## src/rtl/ppm_frame_generator_unit_defines.svh

```systemverilog
// ----------------------------------------------------------------------------
// ppm frame generator assertion macros
// shared concurrent assertion forms, sampled on i_clk, quiet during reset
// ----------------------------------------------------------------------------
`ifndef PPM_FRAME_GENERATOR_UNIT_DEFINES_SVH
`define PPM_FRAME_GENERATOR_UNIT_DEFINES_SVH

// condition holds at every edge
`define PPMFG_ASSERT_ALWAYS(label, cond, msg) \
    label: assert property (@(posedge i_clk) disable iff (!i_rst_n) (cond)) \
        else $error(msg);

// consequent holds in the same cycle
`define PPMFG_ASSERT_IMP(label, ante, cons, msg) \
    label: assert property (@(posedge i_clk) disable iff (!i_rst_n) (ante) |-> (cons)) \
        else $error(msg);

// consequent holds in the next cycle
`define PPMFG_ASSERT_NEXT(label, ante, cons, msg) \
    label: assert property (@(posedge i_clk) disable iff (!i_rst_n) (ante) |=> (cons)) \
        else $error(msg);

`endif

```

## src/rtl/ppmfg_pkg.sv

```systemverilog
// ----------------------------------------------------------------------------
// ppm frame generator package
// request and result types, register codes and reset values
// ----------------------------------------------------------------------------
package ppmfg_pkg;

    localparam int MaxChannels = 16;
    localparam int ChanAddrW   = 5;
    localparam int SumW        = 20;

    localparam logic [1:0] CfgNumChannels = 2'd0;
    localparam logic [1:0] CfgFrameLen    = 2'd1;
    localparam logic [1:0] CfgPulseLen    = 2'd2;
    localparam logic [1:0] CfgActiveLevel = 2'd3;

    localparam logic ActTick  = 1'b0;
    localparam logic ActWrite = 1'b1;

    localparam logic [4:0]  RstNumChannels = 5'd8;
    localparam logic [15:0] RstFrameLen    = 16'd22500;
    localparam logic [11:0] RstPulseLen    = 12'd300;
    localparam logic        RstActiveLevel = 1'b0;
    localparam logic [15:0] RstChanWidth   = 16'd1500;
    localparam logic [15:0] RstIdle        = 16'd50;

    typedef struct packed {
        logic        action;
        logic [3:0]  channel_id;
        logic [15:0] channel_width;
    } t_ppm_req;

    typedef struct packed {
        logic ppm_level;
        logic write_error;
        logic frame_start;
    } t_ppm_rsp;

    typedef struct packed {
        logic                 we;
        logic [ChanAddrW-1:0] addr;
        logic [15:0]          data;
    } t_store_wr;

    function automatic logic [SumW-1:0] sat_add(logic [SumW-1:0] a, logic [15:0] b);
        logic [SumW:0] s;
        s = {1'b0, a} + {{(SumW - 15){1'b0}}, b};
        return s[SumW] ? {SumW{1'b1}} : s[SumW-1:0];
    endfunction

endpackage

```

## src/rtl/ppmfg_chan_store.sv

```systemverilog
// ----------------------------------------------------------------------------
// ppm frame generator channel width store
// one register per channel, loaded with the default width at reset
// ----------------------------------------------------------------------------
module ppmfg_chan_store #(
    parameter int MAX_CHANNELS = ppmfg_pkg::MaxChannels,
    localparam int IdxW = (MAX_CHANNELS > 1) ? $clog2(MAX_CHANNELS) : 1
) (
    input  logic                 i_clk,
    input  logic                 i_rst_n,
    input  ppmfg_pkg::t_store_wr i_wr,
    input  logic [IdxW-1:0]      i_rd_addr,
    output logic [15:0]          o_rd_data
);

    logic [15:0] r_width [MAX_CHANNELS];

    always_ff @(posedge i_clk) begin
        if (!i_rst_n) begin
            for (int i = 0; i < MAX_CHANNELS; i++) begin
                r_width[i] <= ppmfg_pkg::RstChanWidth;
            end
        end else if (i_wr.we) begin
            r_width[i_wr.addr[IdxW-1:0]] <= i_wr.data;
        end
    end

    assign o_rd_data = r_width[i_rd_addr];

endmodule

```

## src/rtl/ppm_frame_generator_unit.sv

```systemverilog
// a request is held in an input register, and its result is registered in an output register
// throughput: one request per cycle while the output is not stalled; a tick reads at most one store entry
// results wait in an output register while the next request is taken
// reset: synchronous, active low; registers other than the request and result data return to defaults at once,
// the channel store loads 1500 in the same cycle, no clearing pass
// ----------------------------------------------------------------------------
// ppm frame generator unit
// pulse-position frame sequencer driven by microsecond ticks and width writes
// ----------------------------------------------------------------------------
`include "ppm_frame_generator_unit_defines.svh"

module ppm_frame_generator_unit #(
    parameter int MAX_CHANNELS = ppmfg_pkg::MaxChannels
) (
    input  logic                i_clk,
    input  logic                i_rst_n,
    input  logic                i_cfg_we,
    input  logic [1:0]          i_cfg_index,
    input  logic [15:0]         i_cfg_data,
    input  logic                i_in_valid,
    output logic                o_in_stall,
    input  ppmfg_pkg::t_ppm_req i_in_req,
    output logic                o_out_valid,
    input  logic                i_out_stall,
    output ppmfg_pkg::t_ppm_rsp o_out_rsp
);

    localparam int IdxW = (MAX_CHANNELS > 1) ? $clog2(MAX_CHANNELS) : 1;
    localparam int CntW = $clog2(MAX_CHANNELS + 1);
    localparam int SumW = ppmfg_pkg::SumW;

    // configuration registers
    logic [4:0]  r_num_ch;
    logic [15:0] r_frame_len;
    logic [11:0] r_pulse_len;
    logic        r_active;

    always_ff @(posedge i_clk) begin
        if (!i_rst_n) begin
            r_num_ch    <= ppmfg_pkg::RstNumChannels;
            r_frame_len <= ppmfg_pkg::RstFrameLen;
            r_pulse_len <= ppmfg_pkg::RstPulseLen;
            r_active    <= ppmfg_pkg::RstActiveLevel;
        end else if (i_cfg_we) begin
            unique case (i_cfg_index)
                ppmfg_pkg::CfgNumChannels: r_num_ch    <= i_cfg_data[4:0];
                ppmfg_pkg::CfgFrameLen:    r_frame_len <= i_cfg_data;
                ppmfg_pkg::CfgPulseLen:    r_pulse_len <= i_cfg_data[11:0];
                ppmfg_pkg::CfgActiveLevel: r_active    <= i_cfg_data[0];
            endcase
        end
    end

    // input and output registers
    logic                r_in_valid;
    ppmfg_pkg::t_ppm_req r_in_req;
    logic                r_out_valid;
    ppmfg_pkg::t_ppm_rsp r_out_rsp;
    logic                w_adv;
    logic                w_fire;
    logic                w_accept;

    assign w_adv       = !r_out_valid || !i_out_stall;
    assign w_fire      = r_in_valid && w_adv;
    assign o_in_stall  = r_in_valid && !w_adv;
    assign w_accept    = i_in_valid && !o_in_stall;
    assign o_out_valid = r_out_valid;
    assign o_out_rsp   = r_out_rsp;

    // sequencer state
    logic            r_pulse_next;
    logic [CntW-1:0] r_chan_idx;
    logic [SumW-1:0] r_sum;
    logic [15:0]     r_countdown;
    logic            r_level;

    logic            n_pulse_next;
    logic [CntW-1:0] n_chan_idx;
    logic [SumW-1:0] n_sum;
    logic [15:0]     n_countdown;
    logic            n_level;
    ppmfg_pkg::t_ppm_rsp  n_rsp;
    ppmfg_pkg::t_store_wr w_wr;

    logic [5:0]      w_eff_cnt;
    logic            w_id_ok;
    logic            w_last;
    logic [15:0]     w_rd_width;
    logic [SumW-1:0] w_sum_pulse;
    logic [SumW-1:0] w_sum_width;
    logic [15:0]     w_pulse_ext;

    assign w_eff_cnt   = ({1'b0, r_num_ch} > 6'(MAX_CHANNELS)) ? 6'(MAX_CHANNELS)
                                                               : {1'b0, r_num_ch};
    assign w_id_ok     = 6'(r_in_req.channel_id) < w_eff_cnt;
    assign w_last      = 6'(r_chan_idx) >= w_eff_cnt;
    assign w_pulse_ext = 16'(r_pulse_len);
    assign w_sum_pulse = ppmfg_pkg::sat_add(r_sum, w_pulse_ext);
    assign w_sum_width = ppmfg_pkg::sat_add(r_sum, w_rd_width);

    ppmfg_chan_store #(
        .MAX_CHANNELS (MAX_CHANNELS)
    ) u_store (
        .i_clk     (i_clk),
        .i_rst_n   (i_rst_n),
        .i_wr      (w_wr),
        .i_rd_addr (r_chan_idx[IdxW-1:0]),
        .o_rd_data (w_rd_width)
    );

    always_comb begin
        n_pulse_next = r_pulse_next;
        n_chan_idx   = r_chan_idx;
        n_sum        = r_sum;
        n_countdown  = r_countdown;
        n_level      = r_level;
        n_rsp        = '0;
        w_wr.we      = 1'b0;
        w_wr.addr    = {1'b0, r_in_req.channel_id};
        w_wr.data    = r_in_req.channel_width;
        priority if (r_in_req.action == ppmfg_pkg::ActWrite) begin
            if (w_id_ok) begin
                w_wr.we = w_fire;
            end else begin
                n_rsp.write_error = 1'b1;
            end
        end else if (r_countdown > 16'd1) begin
            n_countdown = r_countdown - 16'd1;
        end else if (r_pulse_next) begin
            n_level           = r_active;
            n_countdown       = (r_pulse_len == '0) ? 16'd1 : w_pulse_ext;
            n_pulse_next      = 1'b0;
            n_rsp.frame_start = (r_chan_idx == '0);
        end else begin
            n_level      = ~r_active;
            n_pulse_next = 1'b1;
            if (w_last) begin
                // sync gap fills the frame
                n_countdown = ({4'd0, r_frame_len} > w_sum_pulse)
                            ? r_frame_len - w_sum_pulse[15:0] : 16'd1;
                n_chan_idx  = '0;
                n_sum       = '0;
            end else begin
                n_countdown = (w_rd_width > w_pulse_ext)
                            ? w_rd_width - w_pulse_ext : 16'd1;
                n_sum       = w_sum_width;
                n_chan_idx  = r_chan_idx + CntW'(1);
            end
        end
        n_rsp.ppm_level = n_level;
    end

    always_ff @(posedge i_clk) begin
        if (!i_rst_n) begin
            r_in_valid   <= 1'b0;
            r_out_valid  <= 1'b0;
            r_pulse_next <= 1'b1;
            r_chan_idx   <= '0;
            r_sum        <= '0;
            r_countdown  <= ppmfg_pkg::RstIdle;
            r_level      <= ~ppmfg_pkg::RstActiveLevel;
        end else begin
            if (w_accept) begin
                r_in_valid <= 1'b1;
            end else if (w_fire) begin
                r_in_valid <= 1'b0;
            end
            if (w_fire) begin
                r_out_valid  <= 1'b1;
                r_pulse_next <= n_pulse_next;
                r_chan_idx   <= n_chan_idx;
                r_sum        <= n_sum;
                r_countdown  <= n_countdown;
                r_level      <= n_level;
            end else if (!i_out_stall) begin
                r_out_valid <= 1'b0;
            end
        end
    end

    always_ff @(posedge i_clk) begin
        if (w_accept) begin
            r_in_req <= i_in_req;
        end
        if (w_fire) begin
            r_out_rsp <= n_rsp;
        end
    end

    `PPMFG_ASSERT_ALWAYS(a_countdown_nonzero, r_countdown != 16'd0,
        "countdown reached zero")
    `PPMFG_ASSERT_ALWAYS(a_chan_idx_range, 6'(r_chan_idx) <= 6'(MAX_CHANNELS),
        "channel index out of range")
    `PPMFG_ASSERT_IMP(a_start_level, o_out_valid && o_out_rsp.frame_start,
        o_out_rsp.ppm_level == r_active && !o_out_rsp.write_error,
        "frame start at wrong level")
    `PPMFG_ASSERT_NEXT(a_tick_decrement,
        w_fire && r_in_req.action == ppmfg_pkg::ActTick && r_countdown > 16'd1,
        r_countdown == $past(r_countdown) - 16'd1 && r_level == $past(r_level),
        "tick did not count down")

endmodule

```

## config.mk

```make
export PLATFORM = sky130hd
export DESIGN_NAME = ppm_frame_generator_unit
export DESIGN_NICKNAME = d
export VERILOG_FILES = /design/src/rtl/ppmfg_pkg.sv /design/src/rtl/ppmfg_chan_store.sv /design/src/rtl/ppm_frame_generator_unit.sv
export VERILOG_INCLUDE_DIRS = /design/src /design/src/rtl
export SDC_FILE = /design/constraint.sdc
export NUM_CORES = 1
export LEC_CHECK = 0
export BUFFER_PORTS_ARGS = -buffer_cell sky130_fd_sc_hd__buf_4
export CAP_MARGIN = 20
export CELL_PAD_IN_SITES_DETAIL_PLACEMENT = 1
export CELL_PAD_IN_SITES_GLOBAL_PLACEMENT = 2
export CORE_ASPECT_RATIO = 1.1
export CORE_MARGIN = 2
export CORE_UTILIZATION = 39
export CTS_CLUSTER_SIZE = 12
export DETAILED_ROUTE_END_ITERATION = 12
export HOLD_SLACK_MARGIN = 0.06
export PLACE_DENSITY_LB_ADDON = 0.1
export SYNTH_ARGS = -nofsm -noshare
export SYNTH_HDL_FRONTEND = slang
export SYNTH_SLANG_ARGS = --single-unit
```

## constraint.sdc

```tcl
create_clock -name i_clk -period 5.1 [get_ports i_clk]
set_clock_uncertainty 0.05 [all_clocks]
set_input_delay 0.765 -clock i_clk [delete_from_list [all_inputs] [get_ports i_clk]]
set_output_delay 0.765 -clock i_clk [all_outputs]
set_load 0.03 [all_outputs]
```

==> flow_metrics.tcl <==
set metrics [dict create \
    grt_max_degree 49 \
    synth_edf_count 280 \
    wl_per_cell_um 24.0 \
    grt_first_pass_wirelength_um 88800 \
    gr-total-overflow 0 \
    drive_above_1_share_pct 15.8 \
    utilization_pct 44.9 \
    max_slew_margin_pct 45.9 \
    via_count_of_the_first_global_routing_pass 14265 \
    ir_drop_uv 257 \
    ioPinCount 49 \
    max_clock_freq_mhz 210 \
    post_synth_most_frequent_cells "280 x sky130_fd_sc_hd__edfxtp_1, 149 x sky130_fd_sc_hd__and2_1, 124 x sky130_fd_sc_hd__nand2_1, 96 x sky130_fd_sc_hd__nor2_1, 93 x sky130_fd_sc_hd__or3_1" \
    yosys.area.top_type_share_pct 43.6 \
    synthesis.nets 1786 \
    synth_top_area_cell "sky130_fd_sc_hd__edfxtp_1" \
    finalCritPeriodShare_pct 93.3 \
    timing_worst_slew_pin_value_ns 0.809 \
    area_delta_synth_final_pct 13.9 \
    vias 13545 \
    synth_most_common_cell "sky130_fd_sc_hd__edfxtp_1" \
    final_hold_viols 0 \
    fillCellCount 5199 \
    power_per_cell_area_nw_per_um2 301 \
    grt_use_total_pct 23.0 \
    first_pass_iteration_count_of_the_detailed_router 5 \
    gp_routability_congestion 0.918 \
    drcViolationCount 0 \
    postSynth.asyncResetShare_pct 0 \
    die_w_um 216 \
    status "completed" \
    multi_input_area_um2 8700 \
    yosys_warnings 0 \
    final_antenna_net_count 0 \
    avg_synthesized_cell_area_um2 11.5 \
    timing.critical_path.to_type "register" \
    die_y_um 237 \
    critPathArrivalTime_ns 5.17 \
    antenna_found_initial 0 \
    num_antenna_cells 0 \
    post_synth_num_cell_types 75 \
    synth-seq-cells 363 \
    cp.required_ns 5.51 \
    yosysSeqAreaShare_pct 52.2 \
    clock_sinks 363 \
    synth.top_cells.by_area "sky130_fd_sc_hd__edfxtp_1 44%, sky130_fd_sc_hd__dfxtp_1 8.6%, sky130_fd_sc_hd__mux4_2 8.5%" \
    path_max_fanout 18 \
    die_area_um2 51200 \
    totalPowerFinal_mw 6.62 \
    cpPeakStageDelay_ns 0.59 \
    sum_of_net_half_perimeters_after_detailed_placement_um 42900 \
    clock_tree_from_tritoncts "yes" \
    critPathLaunchType "register" \
    floorplan.rows 85 \
    core-area_um2 48900 \
    ys_dominant_reg_cell "sky130_fd_sc_hd__edfxtp_1" \
    finalHoldWorstSlack_ns 0.316 \
    post-route-min-period_ns 4.76 \
    critical_path.cell_chain "buf_4, mux4_2, mux4_2, ha_1, a21o_1, a21o_1, a2111oi_1, buf_4, or3_1, a21oi_1, a2111oi_0, buf_4, o21a_1, o21ai_0, o311ai_0" \
    cts_inserted_buffers 42 \
    cts_max_path_buffers 3 \
    clockRootBuffer "sky130_fd_sc_hd__clkbuf_16" \
    clk_pin_slew_worst_paths_ns 0.07 \
    total_leakage_power_nw 7.50 \
    number_of_i_o_port_buffers 48 \
    cts-htree-levels 2 \
    clock_latency_ns 0.57 \
    routed_via_density 5.60 \
    routed_wl_um 58000 \
    critical-path-top-cell-by-count "sky130_fd_sc_hd__buf_4" \
    starting_density_of_the_core_pct 39.4 \
    maxSlewViolCount 0 \
    drt_iter0_markers 776 \
    timing.hold.worst.class "in -> reg" \
    critical_path.slowest_cell "sky130_fd_sc_hd__dfxtp_4" \
    setup_viol_count_final 0 \
    synthesis.area_um2 19300 \
    nNetsFinal 1854 \
    rsz0062_at_grt "no" \
    path_class "reg -> reg" \
    synthCells 1670 \
    regArea_um2 10100 \
    final.setup.tns_ns 0 \
    cts-hold-fix-buffers 0 \
    max_cap_viol_count 0 \
]
-- where the power goes --
part / total [mW] / internal [mW] / switching [mW]
registers: 3.33 / 3.26 / 0.0687
clock network: 2.82 / 1.56 / 1.25
logic: 0.470 / 0.171 / 0.300
total: 6.62 / 4.99 / 1.62
-- kinds of logic after synthesis --
kind of cell / share of synthesized area (%)
flops: 52.2
mux: 9.83
simple gates: 18.6
buf+inv: 2.87
xor+xnor: 2.32
fa+ha+maj: 4.83
compound gates: 9.34
-- cell usage in the layout, fill, tap and decap left out, types with 45 or more instances in the layout --
cell	n
sky130_fd_sc_hd__and2_1	149
sky130_fd_sc_hd__mux4_2	73
sky130_fd_sc_hd__ha_1	68
sky130_fd_sc_hd__or3_1	93
sky130_fd_sc_hd__dfxtp_1	80
sky130_fd_sc_hd__o21ai_0	48
sky130_fd_sc_hd__edfxtp_1	280
sky130_fd_sc_hd__nor2_1	96
sky130_fd_sc_hd__a21oi_1	79
sky130_fd_sc_hd__buf_4	120
sky130_fd_sc_hd__nand2b_1	45
sky130_fd_sc_hd__nand2_1	124
sky130_fd_sc_hd__nand3_1	45
-- area by class of cell --
type                       count  area share [%]
clock inverter                18           0.484
tap                          652            3.72
multi-input combinational   1166            39.6
clock buffer                  56            5.17
timing repair buffer         124            4.40
inverter                      41           0.701
sequential                   363            45.9
-- layer usage --
layer / routed length [um] / global-route usage, %
met5: 0 / 0
met4: 1550 / 6.54
met3: 1910 / 2.84
met2: 30200 / 41.9
met1: 24300 / 28.5
-- path summary, 6_finish.rpt --
path	start	slack, ns	endpoint	cells after the start
max	register	0.34	r_sum[17]$_SDFFE_PN0P_	15
min	i_in_req[1]	0.32	r_in_req[1]$_DFFE_PP_	1
max reg2reg	register	0.34	r_sum[17]$_SDFFE_PN0P_	15
min reg2reg	r_frame_len[0]$_SDFFE_PN0P_	0.41	r_frame_len[0]$_SDFFE_PN0P_	2
-- stage by stage --
step           instances  setup slack [ns]  cell area, um^2
3_3_place_gp        2343             0.205            20700
6_report            2420             0.340            22000
4_1_cts             2417            0.0744            21900
5_1_grt             2420           0.00346            22000
3_5_place_dp        2343            0.0531            20700
2_1_floorplan       1670             0.288            19300
-- critical path, delay by kind of cell, from the launching register on --
family                     cells  cell delay [ns]
muxes                          2             1.12
buffers and inverters          3             0.66
adders and majority gates      1             0.30
DFF                            1             0.59
and+or+nand+nor                1             0.16
AOI/OAI and AO/OA              8             1.74
-- flip-flops by register name, summed over array words and instances, names as in the netlist, named ones only --
register,cells
u_store.r_width,256
r_in_req,21
r_sum,20
r_countdown,16
r_frame_len,16
r_pulse_len,12
r_chan_idx,5
r_num_ch,5
o_out_rsp,3
o_out_valid,1
r_active,1
r_in_valid,1
r_level,1
r_pulse_next,1
-- what timing repair did --
item | 4_1_cts | 5_1_grt
setup endpoints to repair | 1 | 10
gates cloned | 0 | 0
pin swaps | 0 | 3
gates resized for setup | 1 | 7
buffers inserted | 0 | 2
No activity file was read; power rests on OpenSTA's default activity.
